### src/rtl/skt_pkg.sv
// Shared constants, codes and types of the sorted key table.
// Depends on nothing; imported by every module of the block.
`timescale 1ns / 1ps

package skt_pkg;

  localparam int unsigned CAPACITY = 32;
  localparam int unsigned CODE_W   = 17;
  localparam int unsigned COUNT_W  = $clog2(CAPACITY + 1);
  localparam int unsigned STATUS_W = 3;

  localparam logic [CODE_W-1:0] CODE_MAX = CODE_W'(99999);

  typedef enum logic [1:0] {
    OP_INSERT = 2'd0,
    OP_DELETE = 2'd1,
    OP_LOOKUP = 2'd2,
    OP_LIST   = 2'd3
  } op_e;

  typedef enum logic [STATUS_W-1:0] {
    ST_OK       = 3'd0,
    ST_DUP      = 3'd1,
    ST_NOTFOUND = 3'd2,
    ST_FULL     = 3'd3,
    ST_RANGE    = 3'd4,
    ST_EMPTY    = 3'd5
  } status_e;

  typedef enum logic [1:0] {
    SH_HOLD   = 2'd0,
    SH_INSERT = 2'd1,
    SH_DELETE = 2'd2,
    SH_ROTATE = 2'd3
  } shift_e;

  typedef struct packed {
    shift_e            mode;
    logic [CODE_W-1:0] key;
  } cell_cmd_t;

endpackage

### src/rtl/skt_cell.sv
// One cell of the sorted chain: holds a single code, compares it with the key
// and on insert, delete and rotate takes a neighbour's code, the key or the head code.
// Depends on skt_pkg.
`timescale 1ns / 1ps

module skt_cell import skt_pkg::*; (
  input  logic              clk_i,
  input  cell_cmd_t         cmd_i,
  input  logic              occ_i,
  input  logic              left_lt_i,
  input  logic [CODE_W-1:0] left_code_i,
  input  logic [CODE_W-1:0] right_code_i,
  input  logic [CODE_W-1:0] head_code_i,
  input  logic              wrap_i,
  output logic [CODE_W-1:0] code_o,
  output logic              lt_o,
  output logic              eq_o
);

  logic [CODE_W-1:0] code_q, code_d;

  assign lt_o   = occ_i & (code_q < cmd_i.key);
  assign eq_o   = occ_i & (code_q == cmd_i.key);
  assign code_o = code_q;

  always_comb begin
    case (cmd_i.mode)
      SH_INSERT: code_d = lt_o ? code_q : (left_lt_i ? cmd_i.key : left_code_i);
      SH_DELETE: code_d = lt_o ? code_q : right_code_i;
      SH_ROTATE: code_d = wrap_i ? head_code_i : right_code_i;
      default:   code_d = code_q;
    endcase
  end

  always_ff @(posedge clk_i) begin
    code_q <= code_d;
  end

endmodule

### src/rtl/skt_chain.sv
// Row of key cells kept in ascending order, with occupancy decoded from the
// entry count and the match reduction. Depends on skt_pkg and skt_cell.
`timescale 1ns / 1ps

module skt_chain import skt_pkg::*; (
  input  logic               clk_i,
  input  cell_cmd_t          cmd_i,
  input  logic [COUNT_W-1:0] count_i,
  output logic               match_o,
  output logic [CODE_W-1:0]  head_code_o
);

  logic [CODE_W-1:0]   codes [CAPACITY];
  logic [CAPACITY-1:0] occ;
  logic [CAPACITY-1:0] lt;
  logic [CAPACITY-1:0] eq;
  logic [CAPACITY-1:0] wrap;

  for (genvar i = 0; i < CAPACITY; i++) begin : g_cell
    logic              left_lt;
    logic [CODE_W-1:0] left_code;
    logic [CODE_W-1:0] right_code;

    assign occ[i] = count_i > COUNT_W'(i);

    if (i == 0) begin : g_first
      assign left_lt   = 1'b1;
      assign left_code = cmd_i.key;
    end else begin : g_inner
      assign left_lt   = lt[i-1];
      assign left_code = codes[i-1];
    end

    if (i == CAPACITY - 1) begin : g_last
      assign right_code = codes[i];
      assign wrap[i]    = occ[i];
    end else begin : g_body
      assign right_code = codes[i+1];
      assign wrap[i]    = occ[i] & ~occ[i+1];
    end

    skt_cell u_cell (
      .clk_i        (clk_i),
      .cmd_i        (cmd_i),
      .occ_i        (occ[i]),
      .left_lt_i    (left_lt),
      .left_code_i  (left_code),
      .right_code_i (right_code),
      .head_code_i  (codes[0]),
      .wrap_i       (wrap[i]),
      .code_o       (codes[i]),
      .lt_o         (lt[i]),
      .eq_o         (eq[i])
    );
  end

  assign match_o     = |eq;
  assign head_code_o = codes[0];

endmodule

### src/rtl/sorted_key_table.sv
// Sorted key table: a set of up to CAPACITY unique codes kept in ascending
// order in a chain of compare-and-shift cells.
// Input channel: in_valid_i / in_stall_o carry opcode_i and item_code_i.
// Output channel: out_valid_o / out_stall_i carry status_o, found_o,
// listed_code_o and last_o; a beat moves when valid is high and stall low.
// Insert, delete and lookup compare the key in every cell at once and give
// one beat, registered in the cycle after the input beat; one such item is
// taken every cycle while the output is not stalled and no list is running.
// List rotates the chain one cell per output beat and presents the head
// cell, so it holds the input until every entry is listed; an empty table gives
// its single beat in the cycle after the input beat, as the other commands do.
// No input beat is taken until the final list beat is loaded.
// Reset clears the state, the entry count and the output valid flag; the cell
// codes are left as they are and are never read until written.
// While the receiver stalls, the pending beat holds and the block stalls its
// input once the output register is full.
// Depends on skt_pkg, skt_chain and skt_cell.
`timescale 1ns / 1ps

module sorted_key_table import skt_pkg::*; (
  input  logic                clk_i,
  input  logic                rst_ni,
  input  logic                in_valid_i,
  output logic                in_stall_o,
  input  logic [1:0]          opcode_i,
  input  logic [CODE_W-1:0]   item_code_i,
  output logic                out_valid_o,
  input  logic                out_stall_i,
  output logic [STATUS_W-1:0] status_o,
  output logic                found_o,
  output logic [CODE_W-1:0]   listed_code_o,
  output logic                last_o
);

  typedef enum logic {
    S_IDLE,
    S_LIST
  } state_e;

  state_e             state_q;
  logic [COUNT_W-1:0] count_q;
  logic [COUNT_W-1:0] rem_q;
  logic               out_valid_q;
  status_e            status_q;
  logic               found_q;
  logic [CODE_W-1:0]  code_q;
  logic               last_q;

  logic              out_free;
  logic              in_take;
  logic              list_step;
  logic              out_load;
  logic              match;
  logic              range_err;
  logic              full;
  logic              ins_ok;
  logic              del_ok;
  logic [CODE_W-1:0] head_code;
  op_e               op;
  cell_cmd_t         cmd;
  status_e           res_status;
  logic              res_found;

  assign op        = op_e'(opcode_i);
  assign out_free  = ~out_valid_q | ~out_stall_i;
  assign in_stall_o = (state_q != S_IDLE) | ~out_free;
  assign in_take   = in_valid_i & ~in_stall_o;
  assign list_step = (state_q == S_LIST) & out_free;
  assign out_load  = (in_take & ~((op == OP_LIST) & (count_q != '0))) | list_step;

  assign range_err = item_code_i > CODE_MAX;
  assign full      = count_q == COUNT_W'(CAPACITY);
  assign ins_ok    = in_take & (op == OP_INSERT) & ~range_err & ~match & ~full;
  assign del_ok    = in_take & (op == OP_DELETE) & match;

  always_comb begin
    cmd.key = item_code_i;
    if (ins_ok) begin
      cmd.mode = SH_INSERT;
    end else if (del_ok) begin
      cmd.mode = SH_DELETE;
    end else if (list_step) begin
      cmd.mode = SH_ROTATE;
    end else begin
      cmd.mode = SH_HOLD;
    end
  end

  always_comb begin
    case (op)
      OP_INSERT: begin
        res_found = 1'b0;
        if (range_err) begin
          res_status = ST_RANGE;
        end else if (match) begin
          res_status = ST_DUP;
          res_found  = 1'b1;
        end else if (full) begin
          res_status = ST_FULL;
        end else begin
          res_status = ST_OK;
        end
      end
      OP_DELETE, OP_LOOKUP: begin
        res_found  = match;
        res_status = match ? ST_OK : ST_NOTFOUND;
      end
      default: begin
        res_found  = 1'b0;
        res_status = ST_EMPTY;
      end
    endcase
  end

  skt_chain u_chain (
    .clk_i       (clk_i),
    .cmd_i       (cmd),
    .count_i     (count_q),
    .match_o     (match),
    .head_code_o (head_code)
  );

  always_ff @(posedge clk_i or negedge rst_ni) begin
    if (!rst_ni) begin
      state_q     <= S_IDLE;
      count_q     <= '0;
      rem_q       <= '0;
      out_valid_q <= 1'b0;
      status_q    <= ST_OK;
      found_q     <= 1'b0;
      code_q      <= '0;
      last_q      <= 1'b0;
    end else begin
      if (out_load) begin
        out_valid_q <= 1'b1;
      end else if (out_valid_q && !out_stall_i) begin
        out_valid_q <= 1'b0;
      end
      if (in_take) begin
        if (op == OP_LIST && count_q != '0) begin
          state_q <= S_LIST;
          rem_q   <= count_q;
        end else begin
          status_q    <= res_status;
          found_q     <= res_found;
          code_q      <= '0;
          last_q      <= 1'b1;
        end
        if (ins_ok) begin
          count_q <= count_q + COUNT_W'(1);
        end else if (del_ok) begin
          count_q <= count_q - COUNT_W'(1);
        end
      end
      if (list_step) begin
        status_q    <= ST_OK;
        found_q     <= 1'b1;
        code_q      <= head_code;
        last_q      <= rem_q == COUNT_W'(1);
        rem_q       <= rem_q - COUNT_W'(1);
        if (rem_q == COUNT_W'(1)) begin
          state_q <= S_IDLE;
        end
      end
    end
  end

  assign out_valid_o   = out_valid_q;
  assign status_o      = status_q;
  assign found_o       = found_q;
  assign listed_code_o = code_q;
  assign last_o        = last_q;

endmodule

### config.mk
export PLATFORM = sky130hd
export DESIGN_NAME = sorted_key_table
export DESIGN_NICKNAME = d
export VERILOG_FILES = /design/src/rtl/skt_pkg.sv /design/src/rtl/skt_cell.sv /design/src/rtl/skt_chain.sv /design/src/rtl/sorted_key_table.sv
export SDC_FILE = /design/constraint.sdc
export NUM_CORES = 2
export LEC_CHECK = 0
export BUFFER_PORTS_ARGS = -buffer_cell sky130_fd_sc_hd__buf_2
export CORE_MARGIN = 4
export CORE_UTILIZATION = 40
export DETAILED_ROUTE_END_ITERATION = 16
export GPL_ROUTABILITY_DRIVEN = 1
export RECOVER_POWER = 50
export SLEW_MARGIN = 20
export SYNTH_ARGS = -nofsm -noshare
export SYNTH_HDL_FRONTEND = slang
export SYNTH_HIERARCHICAL = 1
export SYNTH_SLANG_ARGS = --single-unit
### constraint.sdc
create_clock -name clk_i -period 8.59 [get_ports clk_i]
set_clock_uncertainty 0.2 [all_clocks]
set_input_delay 1.718 -clock clk_i [delete_from_list [all_inputs] [get_ports clk_i]]
set_output_delay 1.718 -clock clk_i [all_outputs]
set_load 0.005 [all_outputs]
==> run_results.csv <==
group,metric,value,unit
layout,diodes,0,
run_status,violations,"capacitance limit, slew limit",
pwr,cellLeakagePower,25.8,nW
global_route,grt_use_total,24.1,%
hold_path,hold_class,"reg2reg",
layout,fill_cells,12300,
setup_path,worstSetupPathType,"in2reg",
placed_design,io_buffers,46,
cts,clk_path_buf_depth,3,
floorplanning,row_count,130,
setup_path,path_depth,17,
setup_path,rr_worst_depth,14,
setup_path,path_max_fanout,30,
layout,final_nets,5891,
pwr,peakVddDrop,0.194,mV
cts,numCtsBuffers,72,
placed_design,place_ws,0.951,ns
global_route,antenna_found_initial,1,
synth,yosys_warnings,6,
floorplanning,core_area,126000,µm²
floorplanning,pin_count,47,
timing,hold_viol,0,
route,drcViolationCount,0,
cts,clock_sinks,580,
setup_path,worstPathRequired,8.64,ns
timing,maxSlewHeadroom,-50.9,%
global_route,grt_max_degree,94,
route,drt_iter0_drc,4420,
synth,synthCells,5308,
setup_path,crit_top_cell,"inv_1",
cts,root_buffer,"clkbuf_16",
placed_design,gp_congestion,0.895,
layout,drive_above_1_share,8.30,%
pwr,power-per-cell-area,422,nW/µm²
floorplanning,dieArea,133000,µm²
setup_path,crit_slowest_cell,"maj3_1",
timing,setup_slack,1.02,ns
timing,worstMarginPinSlew,2.26,ns
placed_design,dp_hpwl,115000,µm
setup_path,endpoint_kind,"flop",
cts,post_cts_resized,0,
synth,netlist_area,50700,µm²
floorplanning,dieHeight,364,µm
timing,fin_crit_sh,88.1,%
route,ant_nets,0,
layout,stdcell_count,7022,
global_route,grt_pass1_wl,249000,µm
global_route,overflow,0,
setup_path,arrival,7.62,ns
global_route,grt_pass1_vias,39500,
cts,cts_hold_buf,0,
route,wl_per_cell,23.5,µm
cts,cts_tree,"built",
run_status,outcome,"complete, but fails checks",
placed_design,place_inst,6890,
setup_path,crit_buf_inv,6,
setup_path,startpoint_type,"primary input",
synth,syn_avg_cell_area,9.56,µm²
route,first_pass_iters,8,
timing,setup_viol,0,
timing,fmax,132,MHz
timing,setup_tns,0,ns
layout,syn_to_final_growth,9.26,%
floorplanning,fp.dieW,364,µm
setup_path,critical-path-top-delay-family,"simple AND/OR/NAND/NOR gates",
route,num_vias,41700,
route,drt-vias-per-instance,5.94,
setup_path,slowest_delay,0.83,ns
timing,rsz0062_at_grt,"false",
pwr,total_power,23.4,mW
flow_run,maxCapViolCount,3,
setup_path,crit_path_cell_trace,"buf_4 -> clkbuf_1 -> inv_1 -> ha_1 -> nand4_1 -> nor4_1 -> and3_2 -> nor4_1 -> nand4_1 -> or2_2 -> inv_1 -> o31a_1 -> nor4b_4 -> inv_1 -> nand2_4 -> clkbuf_1 -> maj3_1",
route,detail_route.wirelength,165000,µm
cts,htreeDepth,3,
cts,cts_setup_buffers,0,
floorplanning,start_util,40.4,%
timing,period_needed,7.57,ns
cts,insertion_delay,0.64,ns
cts,cts.clk_slew.worst_paths,0.06,ns
timing,slew_viol_final,75,
hold_path,min_path_cells,1,
metrics by stage:
step | cell area (µm²) | util [%] | hold WS, ns
4_1_cts | 55600 | 44.2 | 0.299
6_report | 55400 | 44.1 | 0.295
2_1_floorplan | 50800 | - | 0.271
5_1_grt | 55400 | 44.1 | 0.312
3_5_place_dp | 53300 | 42.4 | 0.276
3_3_place_gp | 53300 | 42.4 | 0.281
state kept, by name, indices dropped and copies added, names as in the netlist:
name,flops
u_chain/g_cell.u_cell/code_o,544
listed_code_o,17
count_q,6
rem_q,6
status_o,3
found_o,1
last_o,1
out_valid_o,1
state_q,1
cell usage in the layout (no fill, tap or decap), drive strengths merged, types with 128 or more instances in the layout:
cell and n:
a21oi 719, nand4 128, nand2 158, inv 653, clkbuf 140, ha 553, a211oi 550, buf 152
mux2i 547, edfxtp 544, nor2b 549
power breakdown:
part | leakage (nW) | internal, mW | switching (mW) | total (mW)
clock network | 1.11 | 1.72 | 1.26 | 2.98
logic | 19.0 | 4.68 | 8.20 | 12.9
registers | 5.69 | 5.87 | 1.67 | 7.54
total | 25.8 | 12.3 | 11.1 | 23.4
final cells by class:
type | instances | area, µm² | share of cell area (%)
tap | 1650 | 2060 | 3.72
inverter | 654 | 2450 | 4.43
sequential | 580 | 17200 | 31.1
timing repair buffer | 197 | 1610 | 2.91
clock inverter | 37 | 253 | 0.456
multi-input combinational | 3809 | 29800 | 53.8
clock buffer | 95 | 1990 | 3.59
metal layers:
metal | global-route usage, % | share of wire [%] | up-vias
met5 | 0 | 0 | -
met4 | 8.07 | 3.3 | 0
met3 | 3.72 | 8.0 | 287
met2 | 35.5 | 42 | 1701
met1 | 35.9 | 47 | 19900
li1 | - | - | 19800
path summary, 6_finish.rpt:
check | start | endpoint | slack (ns)
min in group asynchronous | rst_ni | listed_code_o[4] | 1.56
min reg2reg | listed_code_o[11] | listed_code_o[11] | 0.30
max | item_code_i[8] | u_chain/g_cell[31].u_cell/code_o[5] | 1.02
min | listed_code_o[11] | listed_code_o[11] | 0.30
max reg2reg | count_q[1] | u_chain/g_cell[31].u_cell/code_o[5] | 1.54
max in group asynchronous | rst_ni | listed_code_o[11] | 5.34
Note: power is estimated with default switching activity, not from simulation.
